## config.mk

```make
export PLATFORM = sky130hd
export DESIGN_NAME = serial_packet_deframer
export DESIGN_NICKNAME = d
export VERILOG_FILES = /design/src/sv/spd_pkg.sv /design/src/sv/spd_in_stage.sv /design/src/sv/spd_core.sv /design/src/sv/serial_packet_deframer.sv
export VERILOG_INCLUDE_DIRS = /design/src /design/src/sv
export SDC_FILE = /design/constraint.sdc
export NUM_CORES = 1
export LEC_CHECK = 0
export BUFFER_PORTS_ARGS = -buffer_cell sky130_fd_sc_hd__buf_2
export CELL_PAD_IN_SITES_DETAIL_PLACEMENT = 0
export CELL_PAD_IN_SITES_GLOBAL_PLACEMENT = 2
export CORE_MARGIN = 1.5
export CORE_UTILIZATION = 37
export CTS_CLUSTER_SIZE = 30
export DETAILED_ROUTE_END_ITERATION = 8
export GPL_ROUTABILITY_DRIVEN = 0
export PLACE_DENSITY = 0.8
export REMOVE_ABC_BUFFERS = 1
export SYNTH_ARGS = -nofsm -noshare
export SYNTH_HDL_FRONTEND = slang
export SYNTH_SLANG_ARGS = --single-unit
```

## constraint.sdc

```tcl
create_clock -name clock -period 4.4 [get_ports clock]
set_input_delay 0.88 -clock clock [delete_from_list [all_inputs] [get_ports clock]]
set_output_delay 0.88 -clock clock [all_outputs]
set_load 0.03 [all_outputs]
```

## src/sv/serial_packet_deframer_defines.svh

```systemverilog
// assertion macros used by the deframer core (spd_core)
`ifndef SERIAL_PACKET_DEFRAMER_DEFINES_SVH
`define SERIAL_PACKET_DEFRAMER_DEFINES_SVH

// checked at every rising edge outside of reset
`define SPD_ASSERT(label, prop, msg) \
   label: assert property (@(posedge clock) disable iff (reset) (prop)) else $error(msg);

// checked at every rising edge, reset included
`define SPD_ASSERT_ALWAYS(label, prop, msg) \
   label: assert property (@(posedge clock) (prop)) else $error(msg);

`endif

```

## src/sv/spd_pkg.sv

```systemverilog
package spd_pkg;

   localparam int BYTE_W  = 8;
   localparam int SUM_W   = 16;
   localparam int STAT_W  = 2;
   localparam int CSR_IDX_W = 1;

   localparam logic [BYTE_W-1:0] FIRST_SYNC_RESET  = 8'hFA;
   localparam logic [BYTE_W-1:0] SECOND_SYNC_RESET = 8'hFB;
   localparam logic [BYTE_W-1:0] MIN_LENGTH        = 8'd2;

   localparam logic [CSR_IDX_W-1:0] CSR_FIRST_SYNC  = 1'b0;
   localparam logic [CSR_IDX_W-1:0] CSR_SECOND_SYNC = 1'b1;

   localparam logic [STAT_W-1:0] STATUS_OK       = 2'd0;
   localparam logic [STAT_W-1:0] STATUS_MISMATCH = 2'd1;
   localparam logic [STAT_W-1:0] STATUS_BADLEN   = 2'd2;

   localparam logic KIND_PAYLOAD = 1'b0;
   localparam logic KIND_END     = 1'b1;

   typedef enum logic [2:0] {
      PH_HUNT0   = 3'd0,
      PH_HUNT1   = 3'd1,
      PH_LEN     = 3'd2,
      PH_PAYLOAD = 3'd3,
      PH_CKHI    = 3'd4,
      PH_CKLO    = 3'd5
   } phase_type;

   // registered input byte handed to the deframer core
   typedef struct packed {
      logic              valid;
      logic [BYTE_W-1:0] data;
   } in_item_type;

endpackage

```

## src/sv/spd_in_stage.sv

```systemverilog
module spd_in_stage (
   input  logic                         clock,
   input  logic                         reset,
   input  logic                         req_valid,
   output logic                         req_stall,
   input  logic [spd_pkg::BYTE_W-1:0]   req_in_byte,
   input  logic                         core_take,
   output spd_pkg::in_item_type         item
);
   import spd_pkg::*;

   logic              valid_ff;
   logic              valid_in;
   logic [BYTE_W-1:0] data_ff;
   logic [BYTE_W-1:0] data_in;

   // register is free when empty or being drained by the core this cycle
   assign req_stall = valid_ff & ~core_take;

   always_comb begin
      valid_in = valid_ff;
      data_in  = data_ff;
      if (!req_stall) begin
         valid_in = req_valid;
         if (req_valid) begin
            data_in = req_in_byte;
         end
      end
   end

   always_ff @(posedge clock) begin
      if (reset) begin
         valid_ff <= 1'b0;
      end else begin
         valid_ff <= valid_in;
      end
      data_ff <= data_in;
   end

   assign item.valid = valid_ff;
   assign item.data  = data_ff;

endmodule

```

## src/sv/spd_core.sv

```systemverilog
`include "serial_packet_deframer_defines.svh"

module spd_core (
   input  logic                          clock,
   input  logic                          reset,
   input  spd_pkg::in_item_type          item,
   output logic                          core_take,
   input  logic                          csr_write,
   input  logic [spd_pkg::CSR_IDX_W-1:0] csr_index,
   input  logic [spd_pkg::BYTE_W-1:0]    csr_wdata,
   output logic                          rsp_valid,
   input  logic                          rsp_stall,
   output logic                          rsp_item_kind,
   output logic [spd_pkg::BYTE_W-1:0]    rsp_out_byte,
   output logic [spd_pkg::STAT_W-1:0]    rsp_end_status,
   output logic [spd_pkg::BYTE_W-1:0]    rsp_payload_count,
   output logic [spd_pkg::SUM_W-1:0]     rsp_computed_sum
);
   import spd_pkg::*;

   logic [BYTE_W-1:0] first_sync_ff;
   logic [BYTE_W-1:0] second_sync_ff;

   phase_type         phase_ff, phase_in;
   logic [BYTE_W-1:0] bytes_left_ff, bytes_left_in;
   logic [SUM_W-1:0]  sum_acc_ff, sum_acc_in;
   logic [BYTE_W-1:0] held_high_ff, held_high_in;
   logic              held_valid_ff, held_valid_in;
   logic [BYTE_W-1:0] rx_sum_high_ff, rx_sum_high_in;
   logic [BYTE_W-1:0] payload_len_ff, payload_len_in;

   logic              out_valid_ff, out_valid_in;
   logic              out_kind_ff, out_kind_in;
   logic [BYTE_W-1:0] out_byte_ff, out_byte_in;
   logic [STAT_W-1:0] out_status_ff, out_status_in;
   logic [BYTE_W-1:0] out_count_ff, out_count_in;
   logic [SUM_W-1:0]  out_sum_ff, out_sum_in;

   logic              fire;
   logic              emit;
   logic [BYTE_W-1:0] b;
   logic [SUM_W-1:0]  calc;
   logic [SUM_W-1:0]  rx_sum;

   // the result register takes a new item when empty or being drained
   assign core_take = ~out_valid_ff | ~rsp_stall;
   assign fire      = item.valid & core_take;
   assign b         = item.data;

   assign calc   = held_valid_ff ? (sum_acc_ff ^ {{(SUM_W-BYTE_W){1'b0}}, held_high_ff})
                                 : sum_acc_ff;
   assign rx_sum = {rx_sum_high_ff, b};

   always_comb begin
      phase_in       = phase_ff;
      bytes_left_in  = bytes_left_ff;
      sum_acc_in     = sum_acc_ff;
      held_high_in   = held_high_ff;
      held_valid_in  = held_valid_ff;
      rx_sum_high_in = rx_sum_high_ff;
      payload_len_in = payload_len_ff;
      emit           = 1'b0;
      out_kind_in    = out_kind_ff;
      out_byte_in    = out_byte_ff;
      out_status_in  = out_status_ff;
      out_count_in   = out_count_ff;
      out_sum_in     = out_sum_ff;

      if (fire) begin
         unique case (phase_ff)
            PH_HUNT1: begin
               phase_in = (b == second_sync_ff) ? PH_LEN : PH_HUNT0;
            end
            PH_LEN: begin
               bytes_left_in  = '0;
               sum_acc_in     = '0;
               held_high_in   = '0;
               held_valid_in  = 1'b0;
               rx_sum_high_in = '0;
               payload_len_in = '0;
               if (b < MIN_LENGTH) begin
                  phase_in      = PH_HUNT0;
                  emit          = 1'b1;
                  out_kind_in   = KIND_END;
                  out_byte_in   = '0;
                  out_status_in = STATUS_BADLEN;
                  out_count_in  = '0;
                  out_sum_in    = '0;
               end else begin
                  payload_len_in = b - MIN_LENGTH;
                  bytes_left_in  = b - MIN_LENGTH;
                  phase_in       = (b == MIN_LENGTH) ? PH_CKHI : PH_PAYLOAD;
               end
            end
            PH_PAYLOAD: begin
               if (held_valid_ff) begin
                  sum_acc_in    = sum_acc_ff + {held_high_ff, b};
                  held_valid_in = 1'b0;
                  held_high_in  = '0;
               end else begin
                  held_high_in  = b;
                  held_valid_in = 1'b1;
               end
               bytes_left_in = bytes_left_ff - 1'b1;
               if (bytes_left_ff == 8'd1) begin
                  phase_in = PH_CKHI;
               end
               emit          = 1'b1;
               out_kind_in   = KIND_PAYLOAD;
               out_byte_in   = b;
               out_status_in = STATUS_OK;
               out_count_in  = '0;
               out_sum_in    = '0;
            end
            PH_CKHI: begin
               rx_sum_high_in = b;
               phase_in       = PH_CKLO;
            end
            PH_CKLO: begin
               phase_in       = PH_HUNT0;
               bytes_left_in  = '0;
               sum_acc_in     = '0;
               held_high_in   = '0;
               held_valid_in  = 1'b0;
               rx_sum_high_in = '0;
               payload_len_in = '0;
               emit           = 1'b1;
               out_kind_in    = KIND_END;
               out_byte_in    = '0;
               out_status_in  = (calc == rx_sum) ? STATUS_OK : STATUS_MISMATCH;
               out_count_in   = payload_len_ff;
               out_sum_in     = calc;
            end
            default: begin
               // hunting first sync, unused codes included
               phase_in = (b == first_sync_ff) ? PH_HUNT1 : PH_HUNT0;
            end
         endcase
      end

      if (emit) begin
         out_valid_in = 1'b1;
      end else if (!rsp_stall) begin
         out_valid_in = 1'b0;
      end else begin
         out_valid_in = out_valid_ff;
      end
   end

   always_ff @(posedge clock) begin
      if (reset) begin
         first_sync_ff  <= FIRST_SYNC_RESET;
         second_sync_ff <= SECOND_SYNC_RESET;
         phase_ff       <= PH_HUNT0;
         bytes_left_ff  <= '0;
         sum_acc_ff     <= '0;
         held_high_ff   <= '0;
         held_valid_ff  <= 1'b0;
         rx_sum_high_ff <= '0;
         payload_len_ff <= '0;
         out_valid_ff   <= 1'b0;
      end else begin
         if (csr_write) begin
            unique case (csr_index)
               CSR_FIRST_SYNC:  first_sync_ff  <= csr_wdata;
               CSR_SECOND_SYNC: second_sync_ff <= csr_wdata;
               default: ;
            endcase
         end
         phase_ff       <= phase_in;
         bytes_left_ff  <= bytes_left_in;
         sum_acc_ff     <= sum_acc_in;
         held_high_ff   <= held_high_in;
         held_valid_ff  <= held_valid_in;
         rx_sum_high_ff <= rx_sum_high_in;
         payload_len_ff <= payload_len_in;
         out_valid_ff   <= out_valid_in;
      end
      out_kind_ff   <= out_kind_in;
      out_byte_ff   <= out_byte_in;
      out_status_ff <= out_status_in;
      out_count_ff  <= out_count_in;
      out_sum_ff    <= out_sum_in;
   end

   assign rsp_valid         = out_valid_ff;
   assign rsp_item_kind     = out_kind_ff;
   assign rsp_out_byte      = out_byte_ff;
   assign rsp_end_status    = out_status_ff;
   assign rsp_payload_count = out_count_ff;
   assign rsp_computed_sum  = out_sum_ff;

   `SPD_ASSERT(a_payload_fields_zero, (out_valid_ff && out_kind_ff == KIND_PAYLOAD) |-> (out_status_ff == STATUS_OK && out_count_ff == '0 && out_sum_ff == '0), "payload item carries end fields")
   `SPD_ASSERT(a_badlen_fields_zero, (out_valid_ff && out_status_ff == STATUS_BADLEN) |-> (out_kind_ff == KIND_END && out_count_ff == '0 && out_sum_ff == '0), "bad length end carries data")
   `SPD_ASSERT(a_held_only_in_packet, held_valid_ff |-> (phase_ff == PH_PAYLOAD || phase_ff == PH_CKHI || phase_ff == PH_CKLO), "half word held outside a packet")
   `SPD_ASSERT(a_left_within_len, bytes_left_ff <= payload_len_ff, "more bytes left than payload length")
   `SPD_ASSERT(a_cklo_ends_packet, (fire && phase_ff == PH_CKLO) |=> (out_valid_ff && out_kind_ff == KIND_END && phase_ff == PH_HUNT0), "checksum low byte gave no end item")

endmodule

```

## src/sv/serial_packet_deframer.sv

```systemverilog
// path: an accepted byte is registered in the input stage, and its result
//   in the result register; throughput: one byte per cycle while rsp is not
//   stalled; the result register takes a new item while the old one is taken
// reset: synchronous, active high; clears the hunt state and checksum, empties
//   both registers and loads the sync bytes with 0xFA and 0xFB
module serial_packet_deframer (
   input  logic                          clock,
   input  logic                          reset,
   input  logic                          req_valid,
   output logic                          req_stall,
   input  logic [spd_pkg::BYTE_W-1:0]    req_in_byte,
   output logic                          rsp_valid,
   input  logic                          rsp_stall,
   output logic                          rsp_item_kind,
   output logic [spd_pkg::BYTE_W-1:0]    rsp_out_byte,
   output logic [spd_pkg::STAT_W-1:0]    rsp_end_status,
   output logic [spd_pkg::BYTE_W-1:0]    rsp_payload_count,
   output logic [spd_pkg::SUM_W-1:0]     rsp_computed_sum,
   input  logic                          csr_write,
   input  logic [spd_pkg::CSR_IDX_W-1:0] csr_index,
   input  logic [spd_pkg::BYTE_W-1:0]    csr_wdata
);
   import spd_pkg::*;

   in_item_type item;
   logic        core_take;

   spd_in_stage u_in_stage (
      .clock       (clock),
      .reset       (reset),
      .req_valid   (req_valid),
      .req_stall   (req_stall),
      .req_in_byte (req_in_byte),
      .core_take   (core_take),
      .item        (item)
   );

   spd_core u_core (
      .clock             (clock),
      .reset             (reset),
      .item              (item),
      .core_take         (core_take),
      .csr_write         (csr_write),
      .csr_index         (csr_index),
      .csr_wdata         (csr_wdata),
      .rsp_valid         (rsp_valid),
      .rsp_stall         (rsp_stall),
      .rsp_item_kind     (rsp_item_kind),
      .rsp_out_byte      (rsp_out_byte),
      .rsp_end_status    (rsp_end_status),
      .rsp_payload_count (rsp_payload_count),
      .rsp_computed_sum  (rsp_computed_sum)
   );

endmodule
```

== Word-level counts from Yosys, hierarchy flattened ==
Index checks and enable logic that the tools add are counted.
Word-level totals
  memory bits (read-only): 0
  flip-flop bits (word level): 113
  latch bits: 0
  bits in writable memories: 0
  output and inout port bits: 37
  memories kept: 0
Cells by class
  multiply operators: 0
  $lt $le $gt $ge: 1
  reductions and logical operators: 16
  bitwise logic cells: 9
  add/subtract/negate cells: 3
  shifts and indexed selects: 0
  muxes and demuxes: 32
  div/mod/pow operators: 0
  equality and inequality tests: 14
Operator list (count)
  case mux 8 bit (3 select lines): 3
  two-way mux 16 bit: 3
  case mux 16 bit (3 select lines): 1
  case mux 8 bit (2 select lines): 3
  case mux 16 bit (2 select lines): 1
  two-way mux 8 bit: 3
  adder 16 bit: 1
  == test 16 bit: 1
  == test 8 bit: 2
  AND reduction 2 bit: 8
  bitwise XOR 16 x 8 -> 16 bit: 1
  case mux 3 bit (5 select lines): 1
  two-way mux 3 bit: 3
  == test 8 x 1 -> 1 bit (second input constant): 1
  == test 8 x 2 -> 1 bit (second input constant): 1
  < comparator 8 x 2 -> 1 bit (second input constant): 1
  two-way mux 1 bit: 8
  inequality test 2 x 1 -> 1 bit (second input constant): 4
  subtractor 8 x 1 -> 8 bit (second input constant): 1
  subtractor 8 x 2 -> 8 bit (second input constant): 1
  == test 3 x 2 -> 1 bit (second input constant): 2
  == test 3 bit (second input constant): 2
  case mux 2 bit (3 select lines): 1
  AND reduction 3 bit: 2
  10 further kinds: 20

== Logic depth before layout (Yosys ltp) ==
  depth in word-level cells: 6
  mapped depth: 9
  mapped depth without buffers: 9

== Modules after synthesis ==
From an unflattened synthesis, not the netlist that was laid out.
Second synthesis, totals
  cell total of the unflattened synthesis: 633
  area, all modules: 5923.2 um^2
By module, submodules not included
  spd_core: area an instance 5625.4 um^2, times used 1, cells each 620
  spd_in_stage: area an instance 297.8 um^2, times used 1, cells each 13

== Worst setup path before layout ==
No wires, ideal clock.
  kind: reg2reg
  start point: register u_in_stage.data_ff[6]
  end point: register u_core.out_sum_ff[0] (netlist: u_core.rsp_computed_sum[0]), enable pin
  arrival time: 3.137 ns
  clock period less this slack: 3.576 ns
  cell stages (with the launch flop): 5
  slack: 0.824 ns
  library setup time: 0.439 ns
  path buffers: 1
  cell sequence: edfxtp_1 > clkbuf_1 > nor4_1 > nand2_1 > a21oi_1
Between the ends
  longest elaborated chain between the ends: 3
RTL lines
  from (decl): line spd_in_stage.sv:14  | logic [BYTE_W-1:0] data_ff;
  from (signal assigned): line spd_in_stage.sv:37  | data_ff <= data_in;
  < comparator 8 x 2 -> 1 bit: line spd_core.sv:81  | if (b < MIN_LENGTH) begin
  inequality test 2 x 1 -> 1 bit (no line)
  AND reduction 3 bit (no line)
  to (signal assigned): line spd_core.sv:183  | out_sum_ff <= out_sum_in;
  to (decl): line spd_core.sv:37  | logic [SUM_W-1:0] out_sum_ff, out_sum_in;
Every way passes these cells.
A chain may end at the register's enable or synchronous reset.

== Worst setup path in the final report ==
  start point: register u_in_stage.data_ff[7]
  end point: register u_core.out_sum_ff[10] (netlist: u_core.rsp_computed_sum[10]), enable pin
The elaborated chain is that of the path after synthesis.

==> results.md <==
STA:
- For the finished layout, the period the worst path requires is approximately 3.1 ns.
- Timing would allow up to roughly 0.33 GHz.
- For the pin with the worst max-slew slack, the measured transition is around 1.1 ns.
- The final hold violation count is 0.
- The number of max-slew violations in the final report is 0.
- After routing, the total negative slack on setup checks comes to 0 ns.
- Setup repair after global routing left no endpoint under its margin.
- The worst-case headroom to the max-slew limit is 0.261.
- The worst path meets setup with 1.34 ns of slack.
- The ratio of final minimum period to clock period is 0.695.
- Between clock sinks in the finished design, the worst skew comes to ~0.0057 ns.
- Setup violations remaining at the end of the flow were counted as 0.

Place:
- After legalization and detailed placement, the total HPWL measured roughly 11,000 um.
- The count of port buffers added during placement is 58.
- The placed cell count is 825.
- Timing analysis after detailed placement gives a worst setup slack of around 1.3 ns.

Power:
- The power density normalized to cell area is a little under 400 nW/um^2.
- The cell-internal power is between 2 and 2.5 mW.
- VDD sags by at most 0.230 mV.
- The switching power summed over all nets is 0.549 mW.
- In this run the static leakage power is 2.57 nW.
- The combinational share of power is 0.039.
- The clock network fraction of design power is 0.534.
- Of the total power, the share spent switching nets is 0.209.
- Of the total power, registers draw 0.426.

Setup path:
- The origin of the critical flop-to-flop path is u_in_stage.data_ff[7].
- The required time at the endpoint of the critical path is 4.43 ns.
- The worst register-to-register path has a depth of 3.
- In this run the critical register-to-register path is captured at u_core.rsp_computed_sum[10].
- The worst setup path is captured at a flop.
- The worst path arrival time is 3.09 ns.
- The critical path starts at u_in_stage.data_ff[7].
- The critical path ends at u_core.rsp_computed_sum[10].
- The class of the most critical setup path is reg2reg.
- The worst-path maximum fanout is 35.
- The worst setup path is launched from a flop.
- In this run the register-to-register setup slack is ~1.3 ns.

Logic synthesis:
- For this run, the leading register cell type out of synthesis is sky130_fd_sc_hd__dfxtp_1.
- In this run, synthesis inferred 43 flip-flops with an integrated enable.
- The Yosys step of the flow raised 0 warnings.
- The portion of synthesized area spent on multiplexers is 0.00901.
- The count of different cell masters after synthesis is between 50 and 60.
- Of all flip-flops after synthesis, the portion carrying an async set or reset was 0.
- The simple-gate area share of the yosys netlist is 0.208.
- The cell count after synthesis came out at ~600.
- The synthesized design contains roughly 110 register bits.
- Of the total synthesized cell area, the portion taken by XOR and XNOR cells is 0.0769.
- The mapped netlist covers 5690 um^2.
- The sequential share of the synthesized area is 0.473.
- By area, the combinational part of the netlist is dominated by simple AND/OR/NAND/NOR gates.
- Of the total synthesized cell area, the portion taken by full adders, half adders and majority gates is 0.0453.
- The synthesized area per cell is 9.46 um^2.
- The synthesized-area fraction occupied by ao, oa, aoi and oai cells is 0.161.

Cells and area:
- The library cell used most frequently in the layout, excluding fill and tap cells, is sky130_fd_sc_hd__dfxtp_1.
- The area growth from synthesis to layout is 18.7%.
- The repair_antennas step left the layout with diodes totalling 0.
- At the end of the flow, the number of nets in the layout was about 700.
- Leaving out fill and tap cells, the most frequent cells in the layout are sky130_fd_sc_hd__dfxtp_1 (70), sky130_fd_sc_hd__nor2_1 (66), sky130_fd_sc_hd__buf_2 (58).
- Fill cells in the final layout number approximately 1,500.
- The share of final-layout standard cells stronger than drive strength 1 is 0.146.
- For this run, the number of standard cells in the final layout without fillers is 857.

Clock network:
- The root buffer cell chosen for the clock tree is sky130_fd_sc_hd__clkbuf_16.
- After clock tree synthesis, the clock-pin slew on the worst setup and hold paths is around 0.05 ns.
- At the later pin of the worst-skew pair, clock insertion delay measures around 0.41 ns.
- The post-CTS resize count is 0.
- The number of hold buffers added after cts is 0.
- The maximum count of clock buffers along a single path is 2.
- The number of clock buffers added by TritonCTS is 17.
- The number of sinks driven by the clock tree is about 110.
- TritonCTS built the clock tree.
- Once the clock tree was built, the setup fixing pass inserted 0 buffers.
- CTS built an H-tree with a depth of 4.

Floorplanning:
- The top-level port count is between 50 and 60.
- The initial utilization of the core area, before any placement, comes to 0.377.
- The row count is 45.
- The die covers 16,100 um^2.
- The floorplan step set the die width to ~130 um.
- The die is about 130 um tall.
- The core outline area is between 15,000 and 20,000 um^2.

Outcome:
- The run finished with clean final reports.

Global route:
- Entering global routing, the biggest net connects between 40 and 50 pins.
- The total global-route track usage is 0.196.
- The number of global-route vias before repair is between 4,000 and 5,000.
- The initial antenna violation count was 0.
- The total overflow left after global routing is 0.
- The global-route wire length before repair is about 24,000 um.

Routing:
- The detailed-route via count is 4,691.
- For this block, the routed nets add up to between 15,000 and 20,000 um of wire.
- Using the TritonRoute via totals, the vias-per-cell ratio works out to between 5 and 6.
- The first routing iteration left 282 violations.
- In this run the remaining antenna-violating nets after routing total 0.
- The first TritonRoute pass finished after 5 iterations.
- Dividing the detail-routed wire length by the instance count gives between 15 and 20 um.
- In the routed design, unresolved DRC markers number 0.

Hold path:
- The path class of the tightest hold or removal check is reg2reg.

Flow run:
- The tool flagged a number of max-cap violations equal to 0.
==> synth_stat cells (3+ instances only) <==
| cell | instances | area [um^2] |
|---|---|---|
| sky130_fd_sc_hd__dfxtp_1 | 70 | 1400 |
| sky130_fd_sc_hd__nor2_1 | 66 | 248 |
| sky130_fd_sc_hd__nand2_1 | 46 | 173 |
| sky130_fd_sc_hd__edfxtp_1 | 43 | 1290 |
| sky130_fd_sc_hd__xnor2_1 | 39 | 342 |
| sky130_fd_sc_hd__a21oi_1 | 38 | 190 |
| sky130_fd_sc_hd__o21ai_0 | 26 | 130 |
| sky130_fd_sc_hd__clkbuf_1 | 23 | 86.3 |
| sky130_fd_sc_hd__nor3_1 | 22 | 110 |
| sky130_fd_sc_hd__ha_1 | 19 | 238 |
| sky130_fd_sc_hd__and2_1 | 17 | 106 |
| sky130_fd_sc_hd__and3_1 | 16 | 100 |
| sky130_fd_sc_hd__nand3_1 | 16 | 80.1 |
| sky130_fd_sc_hd__a22oi_1 | 15 | 113 |
| sky130_fd_sc_hd__nor2b_1 | 14 | 87.6 |
| sky130_fd_sc_hd__a211o_1 | 13 | 114 |
| sky130_fd_sc_hd__inv_1 | 12 | 45.0 |
| sky130_fd_sc_hd__xor2_1 | 11 | 96.3 |
| sky130_fd_sc_hd__a21o_1 | 8 | 60.1 |
| sky130_fd_sc_hd__nand4_1 | 7 | 43.8 |
| sky130_fd_sc_hd__nor4_1 | 6 | 37.5 |
| sky130_fd_sc_hd__a211oi_1 | 5 | 37.5 |
| sky130_fd_sc_hd__a31oi_1 | 5 | 31.3 |
| sky130_fd_sc_hd__nand3b_1 | 5 | 37.5 |
| sky130_fd_sc_hd__or3_1 | 5 | 31.3 |
| sky130_fd_sc_hd__buf_1 | 4 | 15.0 |
| sky130_fd_sc_hd__mux2i_1 | 4 | 40.0 |
| sky130_fd_sc_hd__a32o_1 | 3 | 30.0 |
| sky130_fd_sc_hd__and4b_1 | 3 | 30.0 |
| sky130_fd_sc_hd__nand2b_1 | 3 | 18.8 |
==> cells by family (layout without fill, tap and decap cells) <==
family | Yosys count | in the layout
AO/OA/AOI/OAI | 138 | 138
flip-flops | 113 | 113
AND/OR/NAND/NOR | 236 | 236
XOR/XNOR | 50 | 50
multiplexers | 5 | 5
adder cells (fa/ha/maj) | 20 | 20
buffers and inverters | 40 | 107
==> final cells by class <==
type,count,area (um^2),share of cell area
multi-input cells,449,2860,0.423
flip-flops and latches,113,2690,0.398
clock buffers,18,429,0.0635
repair buffers,62,320,0.0474
well taps,188,235,0.0348
clock inverters,14,171,0.0254
inverters,13,51.3,0.00759
==> power by group through the flow <==
stage	sequential [mW]	clock [mW]	combinational [mW]
finish	1.12	1.40	0.103
global route	1.12	1.47	0.114
CTS	1.12	1.42	0.103
detailed placement	1.14	0	0.103
global placement	1.14	0	0.102
floorplan	1.13	0	0.0593
==> sequential cells by signal (all words and copies together) (netlist names), 2 cells and up <==
register,flops
u_core.first_sync_ff,8
u_core.rx_sum_high_ff,8
u_core.payload_len_ff,8
u_core.held_high_ff,8
u_core.rsp_end_status,2
u_core.rsp_out_byte,8
u_core.bytes_left_ff,8
u_core.sum_acc_ff,16
u_in_stage.data_ff,8
u_core.rsp_computed_sum,16
u_core.phase_ff,3
u_core.rsp_payload_count,8
u_core.second_sync_ff,8
==> worst min path at each step <==
stage | from | cells after the start | end
global route | u_core.rx_sum_high_ff[3] | 2 | u_core.rx_sum_high_ff[3]
global placement | u_core.second_sync_ff[2] | 2 | u_core.second_sync_ff[2]
CTS | u_core.second_sync_ff[2] | 2 | u_core.second_sync_ff[2]
detailed placement | u_core.second_sync_ff[2] | 2 | u_core.second_sync_ff[2]
finish | u_core.second_sync_ff[2] | 2 | u_core.second_sync_ff[2]
floorplan | u_core.rx_sum_high_ff[0] | 2 | u_core.rx_sum_high_ff[0]
==> worst max-delay path: stages (launching register included) <==
cell and delay, ns:
sky130_fd_sc_hd__edfxtp_1 0.63, sky130_fd_sc_hd__nor4_1 0.72, sky130_fd_sc_hd__nand2_1 0.36, sky130_fd_sc_hd__a21oi_4 0.94
==> metal layers <==
metal | vias to the layer above | track usage | part of all wire
li1 | 2292 | - | -
met4 | 0 | 0.0662 | 0.012
met2 | 144 | 0.293 | 0.43
met1 | 2240 | 0.288 | 0.50
met3 | 15 | 0.0348 | 0.056
met5 | - | 0 | 0
==> through the flow <==
stage | cell area [um^2] | hold slack [ns] | total power, mW | utilization
6_report | 6760 | 0.467 | 2.62 | 0.448
3_3_place_gp | 6160 | 0.460 | 1.24 | 0.408
5_1_grt | 6760 | 0.491 | 2.71 | 0.448
2_1_floorplan | 5590 | 0.439 | 1.19 | -
3_5_place_dp | 6160 | 0.463 | 1.24 | 0.408
4_1_cts | 6760 | 0.470 | 2.65 | 0.448
No activity file was read; power rests on OpenSTA's default activity.
